[config.mk]
export PLATFORM = sky130hd
export DESIGN_NAME = can_response_reassembler_top
export DESIGN_NICKNAME = d
export VERILOG_FILES = /design/src/sv/crr_pkg.sv /design/src/sv/can_response_reassembler_top.sv /design/src/sv/crr_front.sv /design/src/sv/crr_queue.sv /design/src/sv/crr_back.sv
export SDC_FILE = /design/constraint.sdc
export NUM_CORES = 1
export LEC_CHECK = 0
export ABC_AREA = 1
export BUFFER_PORTS_ARGS = -buffer_cell sky130_fd_sc_hd__buf_2
export CAP_MARGIN = 20
export CORE_UTILIZATION = 45
export CTS_CLUSTER_DIAMETER = 50
export DETAILED_ROUTE_END_ITERATION = 12
export PLACE_DENSITY = 0.65
export SLEW_MARGIN = 10
export SYNTH_ARGS = -nofsm -noshare
export SYNTH_HDL_FRONTEND = slang
export SYNTH_SLANG_ARGS = --single-unit
[constraint.sdc]
create_clock -name clk -period 18.8 [get_ports clk]
set_input_delay 1.88 -clock clk [delete_from_list [all_inputs] [get_ports clk]]
set_output_delay 1.88 -clock clk [all_outputs]
set_load 0.05 [all_outputs]
[src/sv/crr_pkg.sv]
// shared types and constants of the can response reassembler
package crr_pkg;

  // default saturation point of the byte total
  localparam int unsigned BYTE_COUNT_MAX_DEF = 4095;

  // field widths
  localparam int unsigned FUNC_W    = 2;
  localparam int unsigned ID_W      = 29;
  localparam int unsigned COUNT_W   = 8;
  localparam int unsigned LEN_W     = 4;
  localparam int unsigned PAYLOAD_W = 64;
  localparam int unsigned TOTAL_W   = 12;
  localparam int unsigned STATUS_W  = 2;
  localparam int unsigned NIB_W     = 4;

  // queue between front and back
  localparam int unsigned QUEUE_DEPTH = 2;

  // request kinds
  localparam logic [FUNC_W-1:0] FUNC_START = 2'd0;
  localparam logic [FUNC_W-1:0] FUNC_FRAME = 2'd1;
  localparam logic [FUNC_W-1:0] FUNC_POLL  = 2'd2;
  localparam logic [FUNC_W-1:0] FUNC_NONE  = 2'd3;

  // result status codes
  localparam logic [STATUS_W-1:0] ST_APPENDED     = 2'd0;
  localparam logic [STATUS_W-1:0] ST_COMPLETE     = 2'd1;
  localparam logic [STATUS_W-1:0] ST_TIMEOUT_DATA = 2'd2;
  localparam logic [STATUS_W-1:0] ST_TIMEOUT_NONE = 2'd3;

  // command codes and limits
  localparam logic [NIB_W-1:0]   CMD_MULTI_READ = 4'hB;
  localparam logic [NIB_W-1:0]   CMD_TOUCH_READ = 4'hD;
  localparam logic [COUNT_W-1:0] LIMIT_DOWNLOAD = 8'd200;
  localparam logic [COUNT_W-1:0] LIMIT_MULTI    = 8'd5;
  localparam logic [COUNT_W-1:0] LIMIT_SINGLE   = 8'd2;
  localparam logic [LEN_W-1:0]   LEN_MAX        = 4'd8;
  localparam logic [COUNT_W-1:0] FRAMES_MAX     = 8'hFF;

  // classified request as it travels through the queue
  typedef struct packed {
    logic [FUNC_W-1:0]    func;
    logic [ID_W-1:0]      id;       // expected id on start, filtered frame id otherwise
    logic [COUNT_W-1:0]   count;
    logic                 remote;
    logic [LEN_W-1:0]     len;      // clamped to eight
    logic [PAYLOAD_W-1:0] payload;  // bytes at or above len cleared
  } item_t;

endpackage

[src/sv/can_response_reassembler_top.sv]
// top level of the can response reassembler
// a request, once accepted, is registered in the queue and then in the result register before its result is valid
// throughput: one request per cycle while the result is not stalled; the back end's per-pop state update sets it
// a two-entry queue and the result register let each side stall on its own
// reset: synchronous active-low rst_n clears the wait state, the queue and result valid
module can_response_reassembler_top #(
  parameter int unsigned BYTE_COUNT_MAX = crr_pkg::BYTE_COUNT_MAX_DEF
) (
  input  logic                            clk,
  input  logic                            rst_n,
  input  logic                            in_valid,
  output logic                            in_ready,
  input  logic [crr_pkg::FUNC_W-1:0]      in_func,
  input  logic [crr_pkg::ID_W-1:0]        in_expected_id,
  input  logic [crr_pkg::COUNT_W-1:0]     in_expected_count,
  input  logic [crr_pkg::ID_W-1:0]        in_frame_id,
  input  logic                            in_frame_extended,
  input  logic                            in_frame_remote,
  input  logic [crr_pkg::LEN_W-1:0]       in_frame_len,
  input  logic [crr_pkg::PAYLOAD_W-1:0]   in_frame_payload,
  output logic                            out_valid,
  input  logic                            out_ready,
  output logic [crr_pkg::STATUS_W-1:0]    out_status,
  output logic [crr_pkg::ID_W-1:0]        out_id,
  output logic [crr_pkg::LEN_W-1:0]       out_len,
  output logic [crr_pkg::PAYLOAD_W-1:0]   out_payload,
  output logic [crr_pkg::TOTAL_W-1:0]     out_byte_total,
  output logic                            out_last
);

  logic           q_full;
  logic           push;
  logic           pop;
  logic           q_valid;
  crr_pkg::item_t f_item;
  crr_pkg::item_t q_item;

  // request classification
  crr_front u_front (
    .in_valid          (in_valid),
    .in_ready          (in_ready),
    .in_func           (in_func),
    .in_expected_id    (in_expected_id),
    .in_expected_count (in_expected_count),
    .in_frame_id       (in_frame_id),
    .in_frame_extended (in_frame_extended),
    .in_frame_remote   (in_frame_remote),
    .in_frame_len      (in_frame_len),
    .in_frame_payload  (in_frame_payload),
    .q_full            (q_full),
    .push              (push),
    .item              (f_item)
  );

  // decoupling queue
  crr_queue #(
    .DEPTH (crr_pkg::QUEUE_DEPTH)
  ) u_queue (
    .clk     (clk),
    .rst_n   (rst_n),
    .push    (push),
    .wdata   (f_item),
    .full    (q_full),
    .pop     (pop),
    .q_valid (q_valid),
    .rdata   (q_item)
  );

  // wait tracking and results
  crr_back #(
    .BYTE_COUNT_MAX (BYTE_COUNT_MAX)
  ) u_back (
    .clk            (clk),
    .rst_n          (rst_n),
    .q_valid        (q_valid),
    .item           (q_item),
    .pop            (pop),
    .out_valid      (out_valid),
    .out_ready      (out_ready),
    .out_status     (out_status),
    .out_id         (out_id),
    .out_len        (out_len),
    .out_payload    (out_payload),
    .out_byte_total (out_byte_total),
    .out_last       (out_last)
  );

endmodule

[src/sv/crr_front.sv]
// front end: accepts requests, clamps and masks frames, drops requests of kind none
module crr_front (
  input  logic                            in_valid,
  output logic                            in_ready,
  input  logic [crr_pkg::FUNC_W-1:0]      in_func,
  input  logic [crr_pkg::ID_W-1:0]        in_expected_id,
  input  logic [crr_pkg::COUNT_W-1:0]     in_expected_count,
  input  logic [crr_pkg::ID_W-1:0]        in_frame_id,
  input  logic                            in_frame_extended,
  input  logic                            in_frame_remote,
  input  logic [crr_pkg::LEN_W-1:0]       in_frame_len,
  input  logic [crr_pkg::PAYLOAD_W-1:0]   in_frame_payload,
  input  logic                            q_full,
  output logic                            push,
  output crr_pkg::item_t                  item
);

  logic [crr_pkg::LEN_W-1:0]     len_c;
  logic [crr_pkg::PAYLOAD_W-1:0] pay_m;
  logic [crr_pkg::ID_W-1:0]      fid;

  assign in_ready = !q_full;
  assign push     = in_valid && in_ready && (in_func != crr_pkg::FUNC_NONE);

  // length clamp and byte mask
  always_comb begin
    len_c = (in_frame_len > crr_pkg::LEN_MAX) ? crr_pkg::LEN_MAX : in_frame_len;
    for (int i = 0; i < 8; i++) begin
      pay_m[i*8 +: 8] = (4'(i) < len_c) ? in_frame_payload[i*8 +: 8] : 8'h00;
    end
  end

  // standard ids keep the low eleven bits
  assign fid = in_frame_extended ? in_frame_id : {18'h0, in_frame_id[10:0]};

  always_comb begin
    item.func    = in_func;
    item.id      = (in_func == crr_pkg::FUNC_START) ? in_expected_id : fid;
    item.count   = in_expected_count;
    item.remote  = in_frame_remote;
    item.len     = len_c;
    item.payload = pay_m;
  end

endmodule

[src/sv/crr_queue.sv]
// short fifo between front and back
module crr_queue #(
  parameter int unsigned DEPTH = crr_pkg::QUEUE_DEPTH
) (
  input  logic           clk,
  input  logic           rst_n,
  input  logic           push,
  input  crr_pkg::item_t wdata,
  output logic           full,
  input  logic           pop,
  output logic           q_valid,
  output crr_pkg::item_t rdata
);

  localparam int unsigned PW = (DEPTH > 1) ? $clog2(DEPTH) : 1;
  localparam int unsigned CW = $clog2(DEPTH + 1);

  crr_pkg::item_t mem_r [DEPTH];
  logic [PW-1:0]  wptr_r, wptr_nxt;
  logic [PW-1:0]  rptr_r, rptr_nxt;
  logic [CW-1:0]  cnt_r, cnt_nxt;

  assign full    = (cnt_r == CW'(DEPTH));
  assign q_valid = (cnt_r != '0);
  assign rdata   = mem_r[rptr_r];

  // pointer and fill count update
  always_comb begin
    wptr_nxt = wptr_r;
    rptr_nxt = rptr_r;
    cnt_nxt  = cnt_r;
    if (push) begin
      wptr_nxt = (wptr_r == PW'(DEPTH - 1)) ? '0 : wptr_r + 1'b1;
    end
    if (pop) begin
      rptr_nxt = (rptr_r == PW'(DEPTH - 1)) ? '0 : rptr_r + 1'b1;
    end
    if (push && !pop) begin
      cnt_nxt = cnt_r + 1'b1;
    end else if (pop && !push) begin
      cnt_nxt = cnt_r - 1'b1;
    end
  end

  always_ff @(posedge clk) begin
    if (!rst_n) begin
      wptr_r <= '0;
      rptr_r <= '0;
      cnt_r  <= '0;
    end else begin
      wptr_r <= wptr_nxt;
      rptr_r <= rptr_nxt;
      cnt_r  <= cnt_nxt;
    end
  end

  // storage
  always_ff @(posedge clk) begin
    if (push) begin
      mem_r[wptr_r] <= wdata;
    end
  end

endmodule

[src/sv/crr_back.sv]
// back end: wait state, filtering, completion and timeout, result register
module crr_back #(
  parameter int unsigned BYTE_COUNT_MAX = crr_pkg::BYTE_COUNT_MAX_DEF
) (
  input  logic                            clk,
  input  logic                            rst_n,
  input  logic                            q_valid,
  input  crr_pkg::item_t                  item,
  output logic                            pop,
  output logic                            out_valid,
  input  logic                            out_ready,
  output logic [crr_pkg::STATUS_W-1:0]    out_status,
  output logic [crr_pkg::ID_W-1:0]        out_id,
  output logic [crr_pkg::LEN_W-1:0]       out_len,
  output logic [crr_pkg::PAYLOAD_W-1:0]   out_payload,
  output logic [crr_pkg::TOTAL_W-1:0]     out_byte_total,
  output logic                            out_last
);

  localparam int unsigned BW = $clog2(BYTE_COUNT_MAX + 1);

  // wait state
  logic                          waiting_r, waiting_nxt;
  logic [crr_pkg::ID_W-1:0]      want_id_r, want_id_nxt;
  logic [crr_pkg::COUNT_W-1:0]   want_count_r, want_count_nxt;
  logic [crr_pkg::COUNT_W-1:0]   attempts_r, attempts_nxt;
  logic [crr_pkg::COUNT_W-1:0]   frames_r, frames_nxt;
  logic [crr_pkg::NIB_W-1:0]     htotal_r, htotal_nxt;
  logic                          hlatched_r, hlatched_nxt;
  logic [BW-1:0]                 bytes_r, bytes_nxt;

  // result register
  logic                          ovalid_r, ovalid_nxt;
  logic [crr_pkg::STATUS_W-1:0]  ostatus_r;
  logic [crr_pkg::ID_W-1:0]      oid_r;
  logic [crr_pkg::LEN_W-1:0]     olen_r;
  logic [crr_pkg::PAYLOAD_W-1:0] opay_r;
  logic [crr_pkg::TOTAL_W-1:0]   ototal_r;
  logic                          olast_r;

  // per-request decision
  logic                          res;
  logic [crr_pkg::STATUS_W-1:0]  res_status;
  logic [crr_pkg::ID_W-1:0]      res_id;
  logic [crr_pkg::LEN_W-1:0]     fwd_len;
  logic [crr_pkg::PAYLOAD_W-1:0] fwd_pay;
  logic                          res_last;

  logic [crr_pkg::NIB_W-1:0]     cmd;
  logic                          multi;
  logic                          match;
  logic                          done;
  logic                          tmo;
  logic [crr_pkg::COUNT_W-1:0]   limit;
  logic [crr_pkg::NIB_W-1:0]     tot;
  logic [crr_pkg::NIB_W-1:0]     seq;
  logic [crr_pkg::NIB_W-1:0]     ht;
  logic [BW:0]                   bsum;

  assign pop = q_valid && (!ovalid_r || out_ready);

  // mode and attempt limit of the open wait
  always_comb begin
    cmd   = want_id_r[6:3];
    multi = (want_id_r != '0) &&
            ((cmd == crr_pkg::CMD_MULTI_READ) || (cmd == crr_pkg::CMD_TOUCH_READ));
    if (want_id_r == '0) begin
      limit = crr_pkg::LIMIT_DOWNLOAD;
    end else if ((want_count_r > 8'd1) || (cmd == crr_pkg::CMD_MULTI_READ) ||
                 (cmd == crr_pkg::CMD_TOUCH_READ)) begin
      limit = crr_pkg::LIMIT_MULTI;
    end else begin
      limit = crr_pkg::LIMIT_SINGLE;
    end
  end

  // frame handling and next state
  always_comb begin
    waiting_nxt    = waiting_r;
    want_id_nxt    = want_id_r;
    want_count_nxt = want_count_r;
    attempts_nxt   = attempts_r;
    frames_nxt     = frames_r;
    htotal_nxt     = htotal_r;
    hlatched_nxt   = hlatched_r;
    bytes_nxt      = bytes_r;
    res            = 1'b0;
    res_status     = crr_pkg::ST_APPENDED;
    res_id         = item.id;
    res_last       = 1'b0;
    done           = 1'b0;
    tmo            = 1'b0;
    tot            = item.payload[7:4];
    seq            = item.payload[3:0];
    ht             = hlatched_r ? htotal_r : tot;
    bsum           = '0;
    match          = (item.func == crr_pkg::FUNC_FRAME) && !item.remote &&
                     ((want_id_r == '0) || (item.id == want_id_r));
    fwd_len        = match ? item.len : '0;
    fwd_pay        = match ? item.payload : '0;

    if (item.func == crr_pkg::FUNC_START) begin
      waiting_nxt    = 1'b1;
      want_id_nxt    = item.id;
      want_count_nxt = item.count;
      attempts_nxt   = '0;
      frames_nxt     = '0;
      htotal_nxt     = '0;
      hlatched_nxt   = 1'b0;
      bytes_nxt      = '0;
    end else if (waiting_r) begin
      attempts_nxt = attempts_r + 1'b1;
      if (match) begin
        // saturating byte and frame counts
        bsum = {1'b0, bytes_r} + (BW + 1)'(item.len);
        bytes_nxt = (bsum > (BW + 1)'(BYTE_COUNT_MAX)) ? BW'(BYTE_COUNT_MAX) : bsum[BW-1:0];
        if (frames_r < crr_pkg::FRAMES_MAX) begin
          frames_nxt = frames_r + 1'b1;
        end
        // completion by mode
        if (multi && (cmd == crr_pkg::CMD_MULTI_READ) && (item.len >= 4'd2)) begin
          done = item.payload[15];
        end else if (multi && (cmd == crr_pkg::CMD_TOUCH_READ) && (item.len != '0) &&
                     (tot != '0) && (seq != '0)) begin
          hlatched_nxt = 1'b1;
          htotal_nxt   = ht;
          done         = (frames_nxt >= {4'h0, ht});
        end else begin
          done = ((want_count_r <= 8'd1) && !multi) ||
                 ((want_count_r > 8'd1) && (frames_nxt >= want_count_r));
        end
      end
      tmo = (attempts_nxt >= limit);
      if (done) begin
        waiting_nxt = 1'b0;
        res         = 1'b1;
        res_status  = crr_pkg::ST_COMPLETE;
        res_last    = 1'b1;
      end else if (tmo) begin
        waiting_nxt = 1'b0;
        res         = 1'b1;
        res_status  = (bytes_nxt != '0) ? crr_pkg::ST_TIMEOUT_DATA : crr_pkg::ST_TIMEOUT_NONE;
        res_id      = want_id_r;
        res_last    = 1'b1;
      end else if (match) begin
        res = 1'b1;
      end
    end
  end

  // result valid
  always_comb begin
    ovalid_nxt = ovalid_r;
    if (pop) begin
      ovalid_nxt = res;
    end else if (out_ready) begin
      ovalid_nxt = 1'b0;
    end
  end

  always_ff @(posedge clk) begin
    if (!rst_n) begin
      waiting_r    <= 1'b0;
      want_id_r    <= '0;
      want_count_r <= '0;
      attempts_r   <= '0;
      frames_r     <= '0;
      htotal_r     <= '0;
      hlatched_r   <= 1'b0;
      bytes_r      <= '0;
      ovalid_r     <= 1'b0;
    end else begin
      ovalid_r <= ovalid_nxt;
      if (pop) begin
        waiting_r    <= waiting_nxt;
        want_id_r    <= want_id_nxt;
        want_count_r <= want_count_nxt;
        attempts_r   <= attempts_nxt;
        frames_r     <= frames_nxt;
        htotal_r     <= htotal_nxt;
        hlatched_r   <= hlatched_nxt;
        bytes_r      <= bytes_nxt;
      end
    end
  end

  // result payload
  always_ff @(posedge clk) begin
    if (pop && res) begin
      ostatus_r <= res_status;
      oid_r     <= res_id;
      olen_r    <= fwd_len;
      opay_r    <= fwd_pay;
      ototal_r  <= crr_pkg::TOTAL_W'(bytes_nxt);
      olast_r   <= res_last;
    end
  end

  assign out_valid      = ovalid_r;
  assign out_status     = ostatus_r;
  assign out_id         = oid_r;
  assign out_len        = olen_r;
  assign out_payload    = opay_r;
  assign out_byte_total = ototal_r;
  assign out_last       = olast_r;

endmodule

Yosys cells after proc, flatten, opt, wreduce, memory -nomap -nowiden
Memories as Yosys holds them, arrays and structs flattened. A register that Yosys moved wholly into a read port is not among the register bits.
Cells that the tools add are included.
{"block": "totals", "word_cells": 174, "n_memories": 1, "out_inout_bits": 114, "ff_bits": 188, "in_bits": 142, "ramBits": 216}
{"name": "u_queue.mem_r", "words": 2, "width": 108, "read_ports": 1, "rd_ports_with_merged_regs": 1, "wr": 1, "line_no": "crr_queue.sv:18", "rtl": "crr_pkg::item_t mem_r [DEPTH];"}
{"block": "op_classes", "reduce_logical": 49, "eq_ne": 7, "magnitude_cmp": 17, "n_mux": 72, "bitwise_logic": 2, "addsub": 7}
{"cell": "two-way mux 29 bit", "n": 6}
{"cell": "two-way mux 8 bit", "n": 18}
{"cell": "two-way mux 12 bit", "n": 6}
{"cell": "two-way mux 1 bit", "n": 32}
{"cell": "equality test 29 bit", "n": 1}
{"cell": "zero test 29 bit", "n": 1}
{"cell": "nonzero test 29 bit", "n": 1}
{"cell": "two-way mux 4 bit", "n": 7}
{"cell": "logical AND 1 bit", "n": 17}
{"cell": "adder 8 x 1 -> 8 bit, second input constant", "n": 2}
{"cell": "greater-or-equal comparator 8 bit", "n": 2}
{"cell": "less-than comparator 3 x 4 -> 1 bit, first input constant", "n": 4}
{"cell": "adder 12 x 4 -> 13 bit", "n": 1}
{"cell": "greater-than comparator 13 x 12 -> 1 bit, second input constant", "n": 1}
{"cell": "nonzero test 12 bit", "n": 1}
{"cell": "nonzero test 2 bit", "n": 6}
{"cell": "nonzero test 4 bit", "n": 3}
{"cell": "equality test 4 bit, second input constant", "n": 2}
{"cell": "greater-or-equal comparator 8 x 4 -> 1 bit", "n": 1}
{"cell": "greater-than comparator 8 x 1 -> 1 bit, second input constant", "n": 1}
{"cell": "<= comparator 8 x 1 -> 1 bit, second input constant", "n": 1}
{"cell": "less-than comparator 1 x 4 -> 1 bit, first input constant", "n": 2}
{"cell": "less-than comparator 2 x 4 -> 1 bit, first input constant", "n": 2}
{"cell": "less-than comparator 8 bit, second input constant", "n": 1}
{"cell": "other kinds (20)", "n": 35}

Longest topological paths before layout
Gate-level depths: netlist (run 1).
{"block": "logic_depth", "ltp_word": 18, "depth_mapped": 24, "ltp_nobuf": 22}

Modules after synthesis
From an unflattened synthesis (run 1), not the netlist that was laid out.
{"block": "hier_totals", "hier_cells": 1646, "hier_area_um2": 18033.5}
{"mod": "crr_back", "cells_per_inst": 1015, "area_each_um2": 8829.7, "n_inst": 1, "seq_area_each_um2": 4804.6}
{"mod": "crr_queue", "cells_per_inst": 371, "area_each_um2": 8090.3, "n_inst": 1, "seq_area_each_um2": 6586.3}
{"mod": "crr_front", "cells_per_inst": 260, "area_each_um2": 1113.6, "n_inst": 1, "seq_area_each_um2": 0.0}

Least setup slack after synthesis (run 1)
No wires, ideal clock.
{"block": "synth_timing", "path_kind": "input to register", "startpoint": "input port out_ready", "endpoint": "register u_back.ototal_r, in the netlist u_back.out_byte_total[0], enable pin", "required_time_ns": 18.179, "path_slack_ns": 9.954, "stages": 6, "setup_time_ns": 0.621, "path_buffers": 0, "arrival_time_ns": 8.225, "cell_sequence": "nor2_1 a21oi_1 inv_1 nor2_1 inv_1 a21oi_1"}
{"block": "synth_via", "elab_chain_cells": 3}
{"item": "start: declaration", "line_no": "can_response_reassembler_top.sv:22", "rtl": "input logic out_ready,"}
{"item": "logical OR 1 bit", "line_no": "crr_back.sv:60", "rtl": "assign pop = q_valid && (!ovalid_r || out_ready);"}
{"item": "logical AND 1 bit", "line_no": "crr_back.sv:60"}
{"item": "logical AND 1 bit", "line_no": "crr_back.sv:189", "rtl": "if (pop && res) begin"}
{"item": "end signal: assignment", "line_no": "crr_back.sv:194", "rtl": "ototal_r <= crr_pkg::TOTAL_W'(bytes_nxt);"}
{"item": "end: declaration", "line_no": "crr_back.sv:38", "rtl": "logic [crr_pkg::TOTAL_W-1:0] ototal_r;"}
No other way between the ends.
A chain may end at the register's enable or synchronous reset.

==> flow_summary.toml, run 1 <==
[yosys]
synth-seq-cells = 405
synth_edf_count = 328
ys_seq_area_share_pct = 64.7
synth.top_cells.by_count = "nand2_1, edfxtp_1, inv_1, a21oi_1, nor2_1"
avgSynthCellArea_um2 = 9.97
synth_most_common_cell = "nand2_1"
netlist_area_um2 = 17600
synth_flop_cell = "edfxtp_1"
syn_inst = 1766
syn_nets = 1934
synth_area_leader_cell = "edfxtp_1"
yosys_warnings = 0
synth_area_leaders = "edfxtp_1, nand2_1, dfxtp_1, a21oi_1, inv_1"
ys_async_sr_fraction_pct = 0
synth_cell_types = 45
yosysTopAreaCellShare_pct = 55.9

[min_path]
hp-class = "reg -> reg"

[worst_setup_path]
arrival_ps = 5620
cp-start-kind = "flip-flop"
cp_max_fo = 79
critical_path_class = "reg -> reg"
cp.required_ps = 18990
end_kind = "flip-flop"

[layout]
multi_input_area_um2 = 5230
layout.cells.non_filler = 2563
nets = 2179
seq_area_um2 = 11400
drive_above_1_share_pct = 17.8
n_fill_cell = 3423
fin_util_pct = 53.7
fin_area_um2 = 20700
area_growth_syn_to_layout_pct = 17.8

[route]
avgViaCountPerCell = 5.04
num_vias = 12900
first_iter_violations = 866
wl_per_cell_um = 16.4
first_pass_iters = 5
ant_nets = 0
postRouteWirelength_um = 41900
drcViolationCount = 0

[timing]
slew_headroom_pct = 33.9
min_period_ps = 5430
hold-worst-slack_ps = 453
tns_ps = 0
final_max_slew_viol_count = 0
fin_ws_ps = 13370
rsz0062_at_grt = "no"
fmax_ghz = 0.184
finalHoldViolCount = 0
skew_ps = 13.5
worst_pin_slew_ps = 990
report.final.setup_viol = 0
post-route-period-util_pct = 28.9

[grt]
first_global_vias = 12400
track_usage_pct = 21.3
grt_first_pass_wirelength_um = 65300
grt_overflow = 0
antenna_found_initial = 4
grt_max_degree = 80

[floorplanning]
rows = 72
pin_count = 256
chipWidth_um = 200
start_util_pct = 45.6
dieHeight_um = 200
design.core.area_um2 = 38600
die-area_um2 = 39900

[clock_network]
cts_tree = "yes"
insertion_delay_ps = 570
htreeDepth = 2
cts_buffers = 44
post_cts_buffers = 0
hold_buffers = 0
clkTransAtPathRegs_ps = 60
numClockSinks = 405
cts_root_buf = "clkbuf_16"
cts_buffer_depth = 3
ctsResizeCount = 0

[placement]
port_buffers = 255
dpl.hpwl_um = 27700
post_dp_cell_area_um2 = 19300
dp_cells = 2481
pre_cts_slack_ps = 13260
place_congestion = 0.854

[power_and_ir_drop]
finalPower_mw = 2.68
ir_drop_uv = 83.0
p_leak_nw = 8.67
power_density_nw_per_um2 = 129

[run]
cap_violations = 0

[run_status]
status = "finished clean"
final timing paths:
path	cells past startpoint	start	slack, ps	to
max	16	flip-flop	13370	u_back.out_id[10]$_DFFE_PP_
min	1	u_queue.rptr_r$_SDFFE_PN0P_	450	u_queue.rptr_r$_SDFFE_PN0P_
max reg2reg	16	flip-flop	13370	u_back.out_id[10]$_DFFE_PP_
min reg2reg	1	u_queue.rptr_r$_SDFFE_PN0P_	450	u_queue.rptr_r$_SDFFE_PN0P_
metal layers:
metal / share of wire, % / track usage (%)
met3: 6.7 / 4.62
met5: 0.064 / 0
met4: 2.5 / 6.98
met1: 44 / 28.7
met2: 47 / 34.4
cell type report:
type	instances	share of cell area (%)
Sequential cell	405	54.9
Multi-Input combinational cell	1109	25.2
Timing Repair Buffer	270	6.79
Clock buffer	58	5.71
Inverter	181	3.28
Tap cell	518	3.12
Clock inverter	20	0.899
Antenna cell	2	0.0241
sequential cells by signal (all words and copies together), names as in the netlist, 4 cells and up, named ones only:
name,flops
u_queue.mem_r,216
u_back.out_payload,64
u_back.out_id,29
u_back.want_id_r,29
u_back.bytes_r,12
u_back.out_byte_total,12
u_back.attempts_r,8
u_back.frames_r,8
u_back.want_count_r,8
u_back.htotal_r,4
u_back.out_len,4
cells in the final DEF, fill, tap and decap left out, drive strengths merged, types with 58 or more instances in the layout:
cell,count
o21ai,114
inv,183
dfxtp,77
edfxtp,328
nand2,553
clkbuf,58
buf,270
a21oi,139
nor2,122
nand3,64
critical path, cell delays in order (launching register included):
cell and delay [ps]:
dfxtp_4 780, clkinv_2 740, buf_4 580, nand2_1 180, nand2_1 100, nand2_1 70, nand2_1 40, inv_1 40
nand2_1 40, nor2_1 120, nand2_1 80, nor2_1 80, nand2_1 160, nand2_2 280, nand2_4 510, a21oi_4 350
buf_4 620
kinds of logic (layout without fill, tap and decap cells):
| group | count (synthesis) | after routing | share of synthesized area, % |
|---|---|---|---|
| AOI/OAI and AO/OA | 279 | 279 | 8.45 |
| xor gates and xnor gates | 15 | 15 | 0.746 |
| DFF | 405 | 405 | 64.7 |
| muxes | 8 | 8 | 0.455 |
| adders and majority gates | 26 | 26 | 1.89 |
| other | 0 | 2 | 0 |
| and+or+nand+nor | 781 | 781 | 17.9 |
| buffers and inverters | 252 | 529 | 5.83 |
power breakdown:
group | total (mW) | switching [mW] | leakage [nW] | internal, mW
sequential | 1.15 | 0.0542 | 3.68 | 1.10
combinational | 0.715 | 0.517 | 4.32 | 0.198
clock | 0.818 | 0.345 | 0.672 | 0.473
total | 2.68 | 0.916 | 8.67 | 1.77
(Power assumes the default switching activity.)
==> run 2: changes to the inputs <==
Settings changed: PLACE_DENSITY 0.65 to 0.68.
Clock period 18.8 ns to 4.7 ns, I/O delays scaled along.
==> run 2 against run 1 <==
  * Largest power group unchanged
  * Setup slack lost 13000 ps
  * Core utilization increased by 0.58 points
  * Highest routed layer unchanged
  * Clock power grew to 4.3 times the previous value
==> flow_summary.toml, run 2 (synthesis gave the netlist of run 1 again) <==
[placement]
port_buffers = 255
place_congestion = 0.867
pre_cts_slack_ps = 738
dpl.hpwl_um = 28700

[route]
ant_nets = 0
first_iter_violations = 888
first_pass_iters = 5
wl_per_cell_um = 16.4
num_vias = 13000
avgViaCountPerCell = 5.04
postRouteWirelength_um = 42300
drcViolationCount = 0

[timing]
fmax_ghz = 0.254
report.final.setup_viol = 0
rsz0062_at_grt = "no"
worst_pin_slew_ps = 970
skew_ps = 28.8
post-route-period-util_pct = 83.9
min_period_ps = 3940
fin_ws_ps = 759
finalHoldViolCount = 0
final_max_slew_viol_count = 0
slew_headroom_pct = 35.1
tns_ps = 0

[worst_setup_path]
cp-start-kind = "flip-flop"
crit_slowest_cell = "dfxtp_1"
arrival_ps = 4230
r2r_slack_ps = 760
r2r_start = "u_back.frames_r[1]$_SDFFE_PN0P_"
cp_max_fo = 59
crit_chain = "ha_1 > nand3_1 > nor2_1 > nand2_1 > nor2_1 > inv_1 > xor2_1 > ha_1 > inv_1 > a21boi_0 > o21a_1 > o21ai_0 > nand3b_1 > nor3_1 > nor2_1 > nor2_1 > or2_4 > nand3_2 > buf_4 > nand2_1 > o21ai_0"
slowest_delay_ps = 370
end_kind = "flip-flop"
cp-endpoint = "u_back.out_id[17]$_DFFE_PP_"
ff2ff_path_depth = 21
crit_start = "u_back.frames_r[1]$_SDFFE_PN0P_"
critical_path_class = "reg -> reg"
r2r_end = "u_back.out_id[17]$_DFFE_PP_"
critPathMostFrequentCell = "nor2_1"
cp.required_ps = 4980

[run]
cap_violations = 0

[floorplanning]
pin_count = 256
chipWidth_um = 200
design.core.area_um2 = 38600
start_util_pct = 45.6
rows = 72
dieHeight_um = 200
die-area_um2 = 39900

[clock_network]
numClockSinks = 405
cts_buffers = 45
insertion_delay_ps = 570
hold_buffers = 0
cts_root_buf = "clkbuf_16"
cts_tree = "yes"
cts_buffer_depth = 3
htreeDepth = 2
post_cts_buffers = 0
clkTransAtPathRegs_ps = 60
ctsResizeCount = 0

[min_path]
hold_start = "in_expected_count[7]"
hp-class = "in -> reg"
whs_path_depth = 1

[power_and_ir_drop]
power_density_nw_per_um2 = 523
p_leak_nw = 8.75
ir_drop_uv = 395

[layout]
n_fill_cell = 3397
final_common_cell = "nand2_1"
top_register = "u_queue.mem_r"
area_growth_syn_to_layout_pct = 19.1
largest_register_ffs = 216
layout_common_cells = "nand2_1, edfxtp_1, buf_2, inv_1, a21oi_1"
drive_above_1_share_pct = 18.2
nets = 2186

[grt]
grtUsageMet3_pct = 5.56
top_usage_layer = "met2"
grt_max_degree = 94
track_usage_pct = 21.7
grt_first_pass_wirelength_um = 65900
use_met2_pct = 35.3
first_global_vias = 12300
grt_overflow = 0
antenna_found_initial = 7
use_met1_pct = 28.7

[run_status]
status = "finished clean"
[run 2: cell count changes in the layout (fill, tap and decap cells not counted), sizes merged]
cell	delta
clkinvlp	+4
clkbuf	-3
bufinv	+3
buf	+6
diode	+2
clkinv	-1
inv	+2
[run 2: worst min-delay path by stage]
| stage | end | slack, ps |
|---|---|---|
| after floorplan | flip-flop | 430 |
| after global placement | u_queue.rptr_r$_SDFFE_PN0P_ | 440 |
| after detailed placement | flip-flop | 430 |
| after CTS | u_queue.mem_r[0][76]$_DFFE_PP_ | 60 |
| after global routing | u_queue.mem_r[0][76]$_DFFE_PP_ | 60 |
| final | u_queue.mem_r[0][76]$_DFFE_PP_ | 90 |
[run 2: per-stage QoR]
| stage | instance area [µm²] | power (mW) | std cells | hold slack (ps) | util, % |
|---|---|---|---|---|---|
| 2_1_floorplan | 17600 | 6.76 | 1766 | 425 | - |
| 3_3_place_gp | 19500 | 7.45 | 2488 | 439 | 50.3 |
| 3_5_place_dp | 19500 | 7.55 | 2489 | 434 | 50.4 |
| 4_1_cts | 21000 | 11.1 | 2572 | 56.2 | 54.2 |
| 5_1_grt | 21000 | 11.6 | 2572 | 56.7 | 54.2 |
| 6_report | 21000 | 11.0 | 2576 | 91.5 | 54.2 |
[run 2: final cells by class]
class	count	area, µm²	area share (%)
diodes	4	10.0	0.0477
clock buffers	55	1170	5.60
clock inverters	28	299	1.43
inverters	181	681	3.25
multi-input cells	1109	5230	24.9
flip-flops and latches	405	11400	54.4
well taps	518	648	3.09
repair buffers	276	1530	7.29
[run 2: routing by layer]
metal	share of wire [%]	wire length [µm]
met2	47	20000
met1	43	18200
met3	7.6	3240
met5	0.097	41
met4	2.0	862
[run 2: worst max-delay path: cells and delay by family, from the launching register on]
kind | cells | cell delay (ps)
flops | 1 | 370
compound gates | 4 | 470
fa+ha+maj | 2 | 490
simple gates | 11 | 1480
xor+xnor | 1 | 310
buf+inv | 3 | 510
[run 2: power by group]
part	switching (mW)	total, mW	internal [mW]	leakage, nW
Sequential	0.187	4.57	4.38	3.68
Clock	1.44	3.51	2.07	0.707
Combinational	2.07	2.90	0.825	4.36
Total	3.69	11.0	7.28	8.75
